===== src/sv/sdsw_pkg.sv =====
// Shared types, constants and the segment font for the serial display writer.
// Depends on nothing; every other file of the block imports it.
package sdsw_pkg;

    // Default number of stored digit bytes.
    localparam int DIGITS_DEFAULT = 4;

    // Widths fixed by the word fields.
    localparam int CNT_W  = 3;
    localparam int POS_W  = 2;
    localparam int BYTE_W = 8;
    localparam int LVL_W  = 3;
    localparam int IDX_W  = 3;

    // Number of digit inputs carried by one request word.
    localparam int DIGIT_INPUTS = 4;

    // Configuration register indexes.
    localparam logic [IDX_W-1:0] CFG_BRIGHTNESS = 3'd0;
    localparam logic [IDX_W-1:0] CFG_DISPLAY_ON = 3'd1;
    localparam logic [IDX_W-1:0] CFG_DATA_CMD   = 3'd2;
    localparam logic [IDX_W-1:0] CFG_ADDR_CMD   = 3'd3;
    localparam logic [IDX_W-1:0] CFG_CTRL_CMD   = 3'd4;

    // Configuration reset values.
    localparam logic [LVL_W-1:0]  RST_BRIGHTNESS = 3'd7;
    localparam logic              RST_DISPLAY_ON = 1'b1;
    localparam logic [BYTE_W-1:0] RST_DATA_CMD   = 8'h40;
    localparam logic [BYTE_W-1:0] RST_ADDR_CMD   = 8'hC0;
    localparam logic [BYTE_W-1:0] RST_CTRL_CMD   = 8'h80;

    // Word kinds.
    localparam logic KIND_TICK    = 1'b0;
    localparam logic KIND_REQUEST = 1'b1;

    // One input word.
    typedef struct packed {
        logic                                     kind;
        logic                                     line_in;
        logic [DIGIT_INPUTS-1:0][BYTE_W-1:0]      digit;
        logic                                     translate;
        logic [CNT_W-1:0]                         digit_count;
        logic [POS_W-1:0]                         position;
    } t_sdsw_item;

    // One result word.
    typedef struct packed {
        logic clk_low;
        logic dio_low;
        logic busy_res;
        logic accepted;
        logic nack_seen;
        logic done_res;
    } t_sdsw_result;

    // Configuration register contents.
    typedef struct packed {
        logic [LVL_W-1:0]  brightness_level;
        logic              display_on;
        logic [BYTE_W-1:0] data_command;
        logic [BYTE_W-1:0] address_command;
        logic [BYTE_W-1:0] control_command;
    } t_sdsw_cfg;

    // Seven-segment font for codes 0..35; other codes are blank.
    function automatic logic [BYTE_W-1:0] seg_font(input logic [BYTE_W-1:0] code);
        logic [BYTE_W-1:0] seg;
        case (code)
            8'd0:  seg = 8'h3F;
            8'd1:  seg = 8'h06;
            8'd2:  seg = 8'h5B;
            8'd3:  seg = 8'h4F;
            8'd4:  seg = 8'h66;
            8'd5:  seg = 8'h6D;
            8'd6:  seg = 8'h7D;
            8'd7:  seg = 8'h07;
            8'd8:  seg = 8'h7F;
            8'd9:  seg = 8'h6F;
            8'd10: seg = 8'h77;
            8'd11: seg = 8'h7C;
            8'd12: seg = 8'h39;
            8'd13: seg = 8'h5E;
            8'd14: seg = 8'h79;
            8'd15: seg = 8'h71;
            8'd16: seg = 8'h3C;
            8'd17: seg = 8'h7C;
            8'd18: seg = 8'h30;
            8'd19: seg = 8'h1E;
            8'd20: seg = 8'h75;
            8'd21: seg = 8'h38;
            8'd22: seg = 8'h15;
            8'd23: seg = 8'h37;
            8'd24: seg = 8'h5C;
            8'd25: seg = 8'h73;
            8'd26: seg = 8'h67;
            8'd27: seg = 8'h33;
            8'd28: seg = 8'h6D;
            8'd29: seg = 8'h78;
            8'd30: seg = 8'h3E;
            8'd31: seg = 8'h2E;
            8'd32: seg = 8'h2A;
            8'd33: seg = 8'h76;
            8'd34: seg = 8'h6E;
            8'd35: seg = 8'h4B;
            default: seg = 8'h00;
        endcase
        return seg;
    endfunction

endpackage


===== src/sv/sdsw_seq.sv =====
// Line sequencer of the serial display writer: holds the update state and
// advances it by one word per step. Depends on sdsw_pkg.
module sdsw_seq #(
    parameter int DIGITS = sdsw_pkg::DIGITS_DEFAULT
) (
    input  logic                    i_clk,
    input  logic                    i_rst_n,
    input  logic                    i_step,
    input  sdsw_pkg::t_sdsw_item    i_item,
    input  sdsw_pkg::t_sdsw_cfg     i_cfg,
    output sdsw_pkg::t_sdsw_result  o_result
);
    import sdsw_pkg::*;

    localparam int SEL_W = (DIGITS > 1) ? $clog2(DIGITS) : 1;
    localparam logic [CNT_W-1:0] DIG_CNT = CNT_W'(DIGITS);
    localparam logic [3:0] ACK_OK   = 4'd8;
    localparam logic [3:0] ACK_MISS = 4'd9;

    // One-hot line phases.
    typedef enum logic [10:0] {
        PH_START    = 11'b000_0000_0001,
        PH_BIT_LOW  = 11'b000_0000_0010,
        PH_BIT_DATA = 11'b000_0000_0100,
        PH_BIT_HIGH = 11'b000_0000_1000,
        PH_ACK_LOW  = 11'b000_0001_0000,
        PH_ACK_SAMP = 11'b000_0010_0000,
        PH_ACK_DRV  = 11'b000_0100_0000,
        PH_ACK_END  = 11'b000_1000_0000,
        PH_STOP_DAT = 11'b001_0000_0000,
        PH_STOP_CLK = 11'b010_0000_0000,
        PH_STOP_END = 11'b100_0000_0000
    } t_phase;

    t_phase              r_phase, n_phase;
    logic [3:0]          r_bit_count, n_bit_count;
    logic [2:0]          r_byte_index, n_byte_index;
    logic [1:0]          r_tx, n_tx;
    logic [BYTE_W-1:0]   r_shift, n_shift;
    logic [CNT_W-1:0]    r_count, n_count;
    logic [POS_W-1:0]    r_pos, n_pos;
    logic                r_busy, n_busy;
    logic                r_nack, n_nack;
    logic                r_clk_drv, n_clk_drv;
    logic                r_dio_drv, n_dio_drv;
    logic [BYTE_W-1:0]   r_store [DIGITS];
    logic [BYTE_W-1:0]   n_store [DIGITS];

    logic [BYTE_W-1:0]   first_byte;
    logic                acc;
    logic                done;
    logic [CNT_W-1:0]    req_count;

    // Opening byte of the current transaction.
    always_comb begin
        case (r_tx)
            2'd0:    first_byte = i_cfg.data_command;
            2'd1:    first_byte = i_cfg.address_command + {{(BYTE_W-POS_W){1'b0}}, r_pos};
            default: first_byte = i_cfg.control_command +
                                  {4'b0000, i_cfg.display_on, i_cfg.brightness_level};
        endcase
    end

    // Requested digit count, saturated to the store depth.
    assign req_count = (i_item.digit_count > DIG_CNT) ? DIG_CNT : i_item.digit_count;

    // Next-state logic for one word.
    always_comb begin
        n_phase      = r_phase;
        n_bit_count  = r_bit_count;
        n_byte_index = r_byte_index;
        n_tx         = r_tx;
        n_shift      = r_shift;
        n_count      = r_count;
        n_pos        = r_pos;
        n_busy       = r_busy;
        n_nack       = r_nack;
        n_clk_drv    = r_clk_drv;
        n_dio_drv    = r_dio_drv;
        acc          = 1'b0;
        done         = 1'b0;
        for (int i = 0; i < DIGITS; i++) begin
            n_store[i] = r_store[i];
        end

        if (i_item.kind == KIND_REQUEST) begin
            // A request is taken only while idle.
            if (!r_busy) begin
                for (int i = 0; i < DIGITS; i++) begin
                    if (i < DIGIT_INPUTS) begin
                        n_store[i] = i_item.translate ? seg_font(i_item.digit[i])
                                                      : i_item.digit[i];
                    end else begin
                        n_store[i] = '0;
                    end
                end
                n_count      = req_count;
                n_pos        = i_item.position;
                n_busy       = 1'b1;
                n_nack       = 1'b0;
                n_phase      = PH_START;
                n_bit_count  = '0;
                n_byte_index = '0;
                n_tx         = '0;
                acc          = 1'b1;
            end
        end else if (r_busy) begin
            case (r_phase)
                PH_START: begin
                    n_dio_drv    = 1'b1;
                    n_shift      = first_byte;
                    n_byte_index = '0;
                    n_bit_count  = '0;
                    n_phase      = PH_BIT_LOW;
                end
                PH_BIT_LOW: begin
                    n_clk_drv = 1'b1;
                    n_phase   = PH_BIT_DATA;
                end
                PH_BIT_DATA: begin
                    n_dio_drv = ~r_shift[0];
                    n_phase   = PH_BIT_HIGH;
                end
                PH_BIT_HIGH: begin
                    n_clk_drv   = 1'b0;
                    n_shift     = r_shift >> 1;
                    n_bit_count = r_bit_count + 4'd1;
                    n_phase     = (n_bit_count >= ACK_OK) ? PH_ACK_LOW : PH_BIT_LOW;
                end
                PH_ACK_LOW: begin
                    n_clk_drv = 1'b1;
                    n_dio_drv = 1'b0;
                    n_phase   = PH_ACK_SAMP;
                end
                PH_ACK_SAMP: begin
                    // The receiver pulls the data line low to acknowledge.
                    n_clk_drv = 1'b0;
                    if (i_item.line_in) begin
                        n_nack = 1'b1;
                    end
                    n_bit_count = i_item.line_in ? ACK_MISS : ACK_OK;
                    n_phase     = PH_ACK_DRV;
                end
                PH_ACK_DRV: begin
                    if (r_bit_count == ACK_OK) begin
                        n_dio_drv = 1'b1;
                    end
                    n_phase = PH_ACK_END;
                end
                PH_ACK_END: begin
                    // More digit bytes follow the address byte.
                    n_clk_drv    = 1'b1;
                    n_byte_index = r_byte_index + 3'd1;
                    if (r_tx == 2'd1 && r_byte_index != 3'd7 &&
                        n_byte_index <= r_count && r_byte_index < DIG_CNT) begin
                        n_shift     = r_store[r_byte_index[SEL_W-1:0]];
                        n_bit_count = '0;
                        n_phase     = PH_BIT_LOW;
                    end else begin
                        n_phase = PH_STOP_DAT;
                    end
                end
                PH_STOP_CLK: begin
                    n_clk_drv = 1'b0;
                    n_phase   = PH_STOP_END;
                end
                PH_STOP_END: begin
                    n_dio_drv = 1'b0;
                    n_phase   = PH_START;
                    if (r_tx >= 2'd2) begin
                        n_tx   = '0;
                        n_busy = 1'b0;
                        done   = 1'b1;
                    end else begin
                        n_tx = r_tx + 2'd1;
                    end
                end
                default: begin
                    // First stop phase: data low before the clock rises.
                    n_dio_drv = 1'b1;
                    n_phase   = PH_STOP_CLK;
                end
            endcase
        end
    end

    // Result word of this step.
    always_comb begin
        o_result.clk_low   = n_clk_drv;
        o_result.dio_low   = n_dio_drv;
        o_result.busy_res  = n_busy;
        o_result.accepted  = acc;
        o_result.nack_seen = n_nack;
        o_result.done_res  = done;
    end

    // Control state.
    always_ff @(posedge i_clk) begin
        if (!i_rst_n) begin
            r_phase      <= PH_START;
            r_bit_count  <= '0;
            r_byte_index <= '0;
            r_tx         <= '0;
            r_shift      <= '0;
            r_count      <= '0;
            r_pos        <= '0;
            r_busy       <= 1'b0;
            r_nack       <= 1'b0;
            r_clk_drv    <= 1'b0;
            r_dio_drv    <= 1'b0;
        end else if (i_step) begin
            r_phase      <= n_phase;
            r_bit_count  <= n_bit_count;
            r_byte_index <= n_byte_index;
            r_tx         <= n_tx;
            r_shift      <= n_shift;
            r_count      <= n_count;
            r_pos        <= n_pos;
            r_busy       <= n_busy;
            r_nack       <= n_nack;
            r_clk_drv    <= n_clk_drv;
            r_dio_drv    <= n_dio_drv;
        end
    end

    // Digit store, payload only.
    always_ff @(posedge i_clk) begin
        if (i_step) begin
            for (int i = 0; i < DIGITS; i++) begin
                r_store[i] <= n_store[i];
            end
        end
    end

endmodule


===== src/sv/segment_display_serial_writer.sv =====
// Top level of the serial display writer; depends on sdsw_pkg and sdsw_seq.
// A word waits in the input register and goes through the sequencer into the
// result register when that is free. Throughput: one word per cycle while the
// output does not stall, one per step in the sequencer. Each tick word of a
// running update moves the open-drain lines by one phase. Reset (synchronous,
// active low) clears the sequencer, releases both lines, empties the word registers.
module segment_display_serial_writer #(
    parameter int DIGITS = sdsw_pkg::DIGITS_DEFAULT
) (
    input  logic        i_clk,
    input  logic        i_rst_n,
    // Input word channel.
    input  logic        i_in_valid,
    output logic        o_in_stall,
    input  logic        i_kind,
    input  logic        i_line_in,
    input  logic [7:0]  i_digit_zero,
    input  logic [7:0]  i_digit_one,
    input  logic [7:0]  i_digit_two,
    input  logic [7:0]  i_digit_three,
    input  logic        i_translate,
    input  logic [2:0]  i_digit_count,
    input  logic [1:0]  i_position,
    // Result word channel.
    output logic        o_out_valid,
    input  logic        i_out_stall,
    output logic        o_clk_low,
    output logic        o_dio_low,
    output logic        o_busy_res,
    output logic        o_accepted,
    output logic        o_nack_seen,
    output logic        o_done_res,
    // Configuration write channel.
    input  logic        i_cfg_valid,
    output logic        o_cfg_ready,
    input  logic [2:0]  i_cfg_index,
    input  logic [7:0]  i_cfg_data
);
    import sdsw_pkg::*;

    logic          r_in_valid;
    t_sdsw_item    r_in_item;
    logic          r_out_valid;
    t_sdsw_result  r_out_res;
    t_sdsw_cfg     r_cfg;
    t_sdsw_result  step_res;
    logic          out_free;
    logic          step;
    logic          in_take;

    // Pipeline handshake.
    assign out_free   = !r_out_valid || !i_out_stall;
    assign step       = r_in_valid && out_free;
    assign o_in_stall = r_in_valid && !out_free;
    assign in_take    = i_in_valid && !o_in_stall;
    assign o_cfg_ready = 1'b1;

    // Input register.
    always_ff @(posedge i_clk) begin
        if (!i_rst_n) begin
            r_in_valid <= 1'b0;
        end else if (in_take) begin
            r_in_valid <= 1'b1;
        end else if (step) begin
            r_in_valid <= 1'b0;
        end
    end

    always_ff @(posedge i_clk) begin
        if (in_take) begin
            r_in_item.kind        <= i_kind;
            r_in_item.line_in     <= i_line_in;
            r_in_item.digit[0]    <= i_digit_zero;
            r_in_item.digit[1]    <= i_digit_one;
            r_in_item.digit[2]    <= i_digit_two;
            r_in_item.digit[3]    <= i_digit_three;
            r_in_item.translate   <= i_translate;
            r_in_item.digit_count <= i_digit_count;
            r_in_item.position    <= i_position;
        end
    end

    // Configuration registers.
    always_ff @(posedge i_clk) begin
        if (!i_rst_n) begin
            r_cfg.brightness_level <= RST_BRIGHTNESS;
            r_cfg.display_on       <= RST_DISPLAY_ON;
            r_cfg.data_command     <= RST_DATA_CMD;
            r_cfg.address_command  <= RST_ADDR_CMD;
            r_cfg.control_command  <= RST_CTRL_CMD;
        end else if (i_cfg_valid && o_cfg_ready) begin
            case (i_cfg_index)
                CFG_BRIGHTNESS: r_cfg.brightness_level <= i_cfg_data[LVL_W-1:0];
                CFG_DISPLAY_ON: r_cfg.display_on       <= i_cfg_data[0];
                CFG_DATA_CMD:   r_cfg.data_command     <= i_cfg_data;
                CFG_ADDR_CMD:   r_cfg.address_command  <= i_cfg_data;
                CFG_CTRL_CMD:   r_cfg.control_command  <= i_cfg_data;
                default: begin
                end
            endcase
        end
    end

    // Line sequencer.
    sdsw_seq #(
        .DIGITS(DIGITS)
    ) u_seq (
        .i_clk    (i_clk),
        .i_rst_n  (i_rst_n),
        .i_step   (step),
        .i_item   (r_in_item),
        .i_cfg    (r_cfg),
        .o_result (step_res)
    );

    // Result register.
    always_ff @(posedge i_clk) begin
        if (!i_rst_n) begin
            r_out_valid <= 1'b0;
        end else if (step) begin
            r_out_valid <= 1'b1;
        end else if (!i_out_stall) begin
            r_out_valid <= 1'b0;
        end
    end

    always_ff @(posedge i_clk) begin
        if (step) begin
            r_out_res <= step_res;
        end
    end

    assign o_out_valid = r_out_valid;
    assign o_clk_low   = r_out_res.clk_low;
    assign o_dio_low   = r_out_res.dio_low;
    assign o_busy_res  = r_out_res.busy_res;
    assign o_accepted  = r_out_res.accepted;
    assign o_nack_seen = r_out_res.nack_seen;
    assign o_done_res  = r_out_res.done_res;

    // The final stop always leaves the writer idle.
    a_done_idle: assert property (@(posedge i_clk) disable iff (!i_rst_n)
        o_out_valid && o_done_res |-> !o_busy_res)
        else $error("done word reports busy");

    // A taken request starts busy with a clean acknowledge flag.
    a_accept_clean: assert property (@(posedge i_clk) disable iff (!i_rst_n)
        o_out_valid && o_accepted |-> o_busy_res && !o_nack_seen && !o_done_res)
        else $error("accepted request has wrong status");

    // A held result with a full input register must push back on the input.
    a_backpressure: assert property (@(posedge i_clk) disable iff (!i_rst_n)
        r_out_valid && i_out_stall && r_in_valid |-> o_in_stall)
        else $error("input not stalled while result is held");

endmodule


===== config.mk =====
export PLATFORM = sky130hd
export DESIGN_NAME = segment_display_serial_writer
export DESIGN_NICKNAME = d
export VERILOG_FILES = /design/src/sv/sdsw_pkg.sv /design/src/sv/sdsw_seq.sv /design/src/sv/segment_display_serial_writer.sv
export SDC_FILE = /design/constraint.sdc
export NUM_CORES = 1
export LEC_CHECK = 0
export BUFFER_PORTS_ARGS = -buffer_cell sky130_fd_sc_hd__buf_4
export CORE_UTILIZATION = 59
export DETAILED_ROUTE_END_ITERATION = 16
export GPL_TIMING_DRIVEN = 0
export PLACE_DENSITY = 0.78
export SYNTH_ARGS = -nofsm -noshare
export SYNTH_HDL_FRONTEND = slang
export SYNTH_SLANG_ARGS = --single-unit

===== constraint.sdc =====
create_clock -name i_clk -period 7 [get_ports i_clk]
set_input_delay 0.35 -clock i_clk [delete_from_list [all_inputs] [get_ports i_clk]]
set_output_delay 0.35 -clock i_clk [all_outputs]
set_load 0.005 [all_outputs]

; ---- Word level (Yosys, flattened, before mapping)
; Memories as Yosys holds them, arrays and structs flattened. A register that Yosys moved wholly into a read port is not among the register bits.
; Cells that the tools add are included.
[classes]
muxes = 65
n_reduce_logical = 40
eq_ne = 23
n_bitwise = 4
n_addsub = 5
magnitude_cmp = 5
[ops]
columns = op, count
row1 = $pmux 11 s10, 1
row2 = $mux 8, 9
row3 = $mux 32, 2
row4 = $mux 11, 3
row5 = $mux 6, 4
row6 = $pmux 8 s3, 1
row7 = $mux 1, 23
row8 = $mux 4, 4
row9 = $pmux 4 s4, 1
row10 = $pmux 8 s2, 1
row11 = $mux 2, 7
row12 = $mux 3, 4
row13 = $eq 11x1->1 const B, 1
row14 = $eq 11x10->1 const B, 1
row15 = $eq 11x11->1 const B, 1
row16 = $eq 11x2->1 const B, 1
row17 = $eq 11x3->1 const B, 1
row18 = $eq 11x4->1 const B, 1
row19 = $eq 11x5->1 const B, 1
row20 = $eq 11x6->1 const B, 1
row21 = $eq 11x7->1 const B, 1
row22 = $eq 11x8->1 const B, 1
row23 = $logic_not 2->1, 5
row24 = $reduce_and 2->1, 5
row25 = 39 further kinds, 62
[word_totals]
memories = 5
reg_bits = 113
romBits = 1792
input_bits = 56
ram_bits = 32
output_inout_bits = 9
[mem_list]
columns = memory, words, word_bits, read_ports, rd_ports_with_merged_regs, write_ports, line
row1 = (name not given), 64, 7, 1, 1, 0, sdsw_pkg.sv:68  ; case (code)
row2 = (name not given), 64, 7, 1, 1, 0, sdsw_pkg.sv:68
row3 = (name not given), 64, 7, 1, 1, 0, sdsw_pkg.sv:68
row4 = (name not given), 64, 7, 1, 1, 0, sdsw_pkg.sv:68
row5 = u_seq.r_store, 4, 8, 1, 1, 4, sdsw_seq.sv:46  ; logic [BYTE_W-1:0] r_store [DIGITS];

; ---- Logic depth before layout (Yosys ltp)
[logic_depth]
ltp_word = 8
depth_mapped = 13
mapped_depth_nobuf = 11

; ---- Cells and area by module
; A second synthesis with hierarchy kept.
[hier_totals]
cells_unflattened = 936
hier_area_um2 = 8978.6
[by_module_without_submodules]
columns = mod, area_each_um2, instances, cells_per_inst
row1 = sdsw_seq, 6359.8, 1, 770
row2 = segment_display_serial_writer, 2618.8, 1, 166

; ---- Least setup slack after synthesis
; No wires, ideal clock.
[synth_timing]
path_kind = input to register
from = in i_in_valid
to = reg (tool-made name)
t_arrival_ps = 4092
n_path_buf = 3
t_required_ps = 6883
cell_stages = 11
setup_slack_ps = 2790
setup_time_ps = 117
cell_sequence = clkbuf_1 nand2_1 clkinv_1 clkbuf_1 buf_1 a21oi_1 inv_1 ha_1 a21oi_1 a311o_1 a32o_1
[synth_rtl]
columns = element, line
row1 = "start, declared", segment_display_serial_writer.sv:13  ; input logic i_in_valid,

==> results.sh <==
export IMPL_place_hpwl_mm=19.71
export IMPL_fin_hold_ws_ps=89.93
export IMPL_grt_pass1_vias=8683
export IMPL_yosysTopAreaCell="edfxtp_1"
export IMPL_fin_skew_ps=11.27
export IMPL_portBuffers=62
export IMPL_tns_ps=0
export IMPL_die_y_um=133.4
export IMPL_period_share=0.6443
export IMPL_reg2reg_slack_ps=2490
export IMPL_cts_resized=0
export IMPL_dp_slack_ps=2523
export IMPL_yosysWarnings=0
export IMPL_rsz0062_at_grt="no"
export IMPL_crit_required_ps=7350
export IMPL_hp_class="in -> reg"
export IMPL_power_density_nw_per_um2=214.1
export IMPL_grt_max_degree=37
export IMPL_dr_wl_met3_mm=2.068
export IMPL_rr_worst_depth=13
export IMPL_crit_type="reg -> reg"
export IMPL_yosysMostFrequentCell="nand2_1"
export IMPL_slew_headroom=0.1597
export IMPL_synth_area_leaders="edfxtp_1, dfxtp_1, ha_1, nand2_1, a21oi_1"
export IMPL_synth_seq_area_share=0.4203
export IMPL_grt_pass1_wl_mm=43.50
export IMPL_syn_area_per_cell_um2=8.833
export IMPL_clk_pin_slew_ps=70
export IMPL_highest_layer="met4"
export IMPL_avgRoutedWirePerCell_um=18.57
export IMPL_drive_gt1_frac=0.1081
export IMPL_start_util=0.6104
export IMPL_cp_start_kind="flop"
export IMPL_maxCapViolations=0
export IMPL_p_total_mw=2.468
export IMPL_drc=0
export IMPL_whs_endpoint="r_in_item[0]"
export IMPL_antenna_found_initial=0
export IMPL_cts_setup_buffers=0
export IMPL_path_max_fanout=27
export IMPL_fmax_mhz=221.7
export IMPL_setup_viol=0
export IMPL_n_antenna_cell=0
export IMPL_first_iter_violations=1008
export IMPL_drv_slew=0
export IMPL_grt_total_usage=0.3103
export IMPL_synthesis_area_um2=10190
export IMPL_wl_met2_mm=13.67
export IMPL_boundaryPins=65
export IMPL_rows=47
export IMPL_cts_tree="built"
export IMPL_multi_input_comb_area_um2=5380
export IMPL_syn_num_nets=1260
export IMPL_clockBufferDepth=2
export IMPL_wl_mm=27.28
export IMPL_htreeDepth=4
export IMPL_postRouteAntennaNets=0
export IMPL_insertion_delay_ps=440
export IMPL_vias_per_cell=6.280
export IMPL_dieArea_um2=17810
export IMPL_fin_nets=1342
export IMPL_synth_distinct_cells=80
export IMPL_hold_depth=1
export IMPL_cts_sinks=175
export IMPL_coreArea_um2=16700
export IMPL_synth_top_flop_cell="dfxtp_1"
export IMPL_tightest_slew_ps=1259
export IMPL_leakage_nw=4.431
export IMPL_vias=9225
export IMPL_synth_edf_count=78
export IMPL_hold_violations=0
export IMPL_cp_arrival_ps=4860
export IMPL_root_buffer="clkbuf_16"
export IMPL_syn_inst=1154
export IMPL_overflow=0
export IMPL_async_reset_ff_frac=0
export IMPL_wl_met1_mm=10.85
export IMPL_syn_to_final_growth_pct=13.07
export IMPL_hp_start="i_position[0]"
export IMPL_ys_ff_latch=175
export IMPL_ir_worst_vdd_v=0.0002154
export IMPL_worst_slack_ps=2490
export IMPL_n_fill_cell=1395
export IMPL_postCtsHoldBufs=0
export IMPL_fp_dieW_um=133.4
export IMPL_gp_congestion=0.9407
export IMPL_period_needed_ps=4510
export IMPL_critical_path_endpoint_type="flop"
export IMPL_yosys_area_top_type_share=0.2298
export IMPL_worstReg2RegStart="o_out_valid"
export IMPL_status="complete, no violations"
export IMPL_drt_pass1_iter_count=6
export IMPL_numCtsBuffers=17
export IMPL_seqCellArea_um2=4284
export IMPL_synth_common_cells="nand2_1, a21oi_1, dfxtp_1, nor2_1, edfxtp_1"
critical path, cell delays in order, from the launching register on:
cell	delay (ps)
dfxtp_1	410
nand3_1	270
nand2_1	440
clkinv_1	450
clkbuf_1	390
buf_2	410
buf_12	260
a21oi_1	590
inv_1	220
ha_1	330
nor2_1	170
a211oi_1	60
a211o_1	310
o211ai_1	90
cell usage in the layout, fill, tap and decap left out, types with 56 or more instances in the layout:
cell / count
a21oi_1: 99
o21ai_0: 74
nand2_1: 152
edfxtp_1: 78
dfxtp_1: 97
clkbuf_1: 56
nand3_1: 57
nor2_1: 87
inv_1: 56
buf_4: 63
routing by layer:
metal | up-vias | global-route usage
met4 | 0 | 0.1199
met5 | - | 0
met2 | 479 | 0.5394
met1 | 4300 | 0.3839
met3 | 64 | 0.05289
li1 | 4382 | -
layout make-up:
class,count,area share
tap,220,0.02388
clock buffer,19,0.03843
sequential,175,0.3717
multi-input combinational,846,0.4668
clock inverter,13,0.01107
timing repair buffer,63,0.04212
inverter,60,0.01954
buffer,73,0.02649
power breakdown:
part | switching, mW | leakage (nW) | internal (mW)
clock | 0.423 | 0.277 | 0.507
combinational | 0.243 | 2.62 | 0.140
sequential | 0.0262 | 1.54 | 1.13
worst max-delay path by stage:
stage | end | slack (ps) | start | cells past startpoint
floorplan | flop | 2790 | i_in_valid | 11
finish | flop | 2490 | o_out_valid | 13
global route | flop | 2180 | o_out_valid | 13
CTS | flop | 2540 | o_out_valid | 13
detailed placement | flop | 2520 | i_out_stall | 14
global placement | flop | 850 | i_in_valid | 11
metrics by stage:
step                instance area (um^2)    util  cells
CTS                                11530  0.6901   1469
detailed placement                 10960  0.6560   1437
global placement                   10930  0.6547   1436
finish                             11530  0.6901   1469
global route                       11530  0.6901   1469
floorplan                          10190       -   1154
logic make-up after synthesis:
kind of cell    after synthesis  share of synthesized area
flops                       175                     0.4203
buf+inv                     133                    0.05192
other cells                   1                  0.0003679
mux                          30                    0.03965
xor+xnor                     25                    0.02148
simple gates                416                     0.1949
fa+ha+maj                    50                    0.06285
compound gates              324                     0.2085
Note: power is estimated with default switching activity, not from simulation.
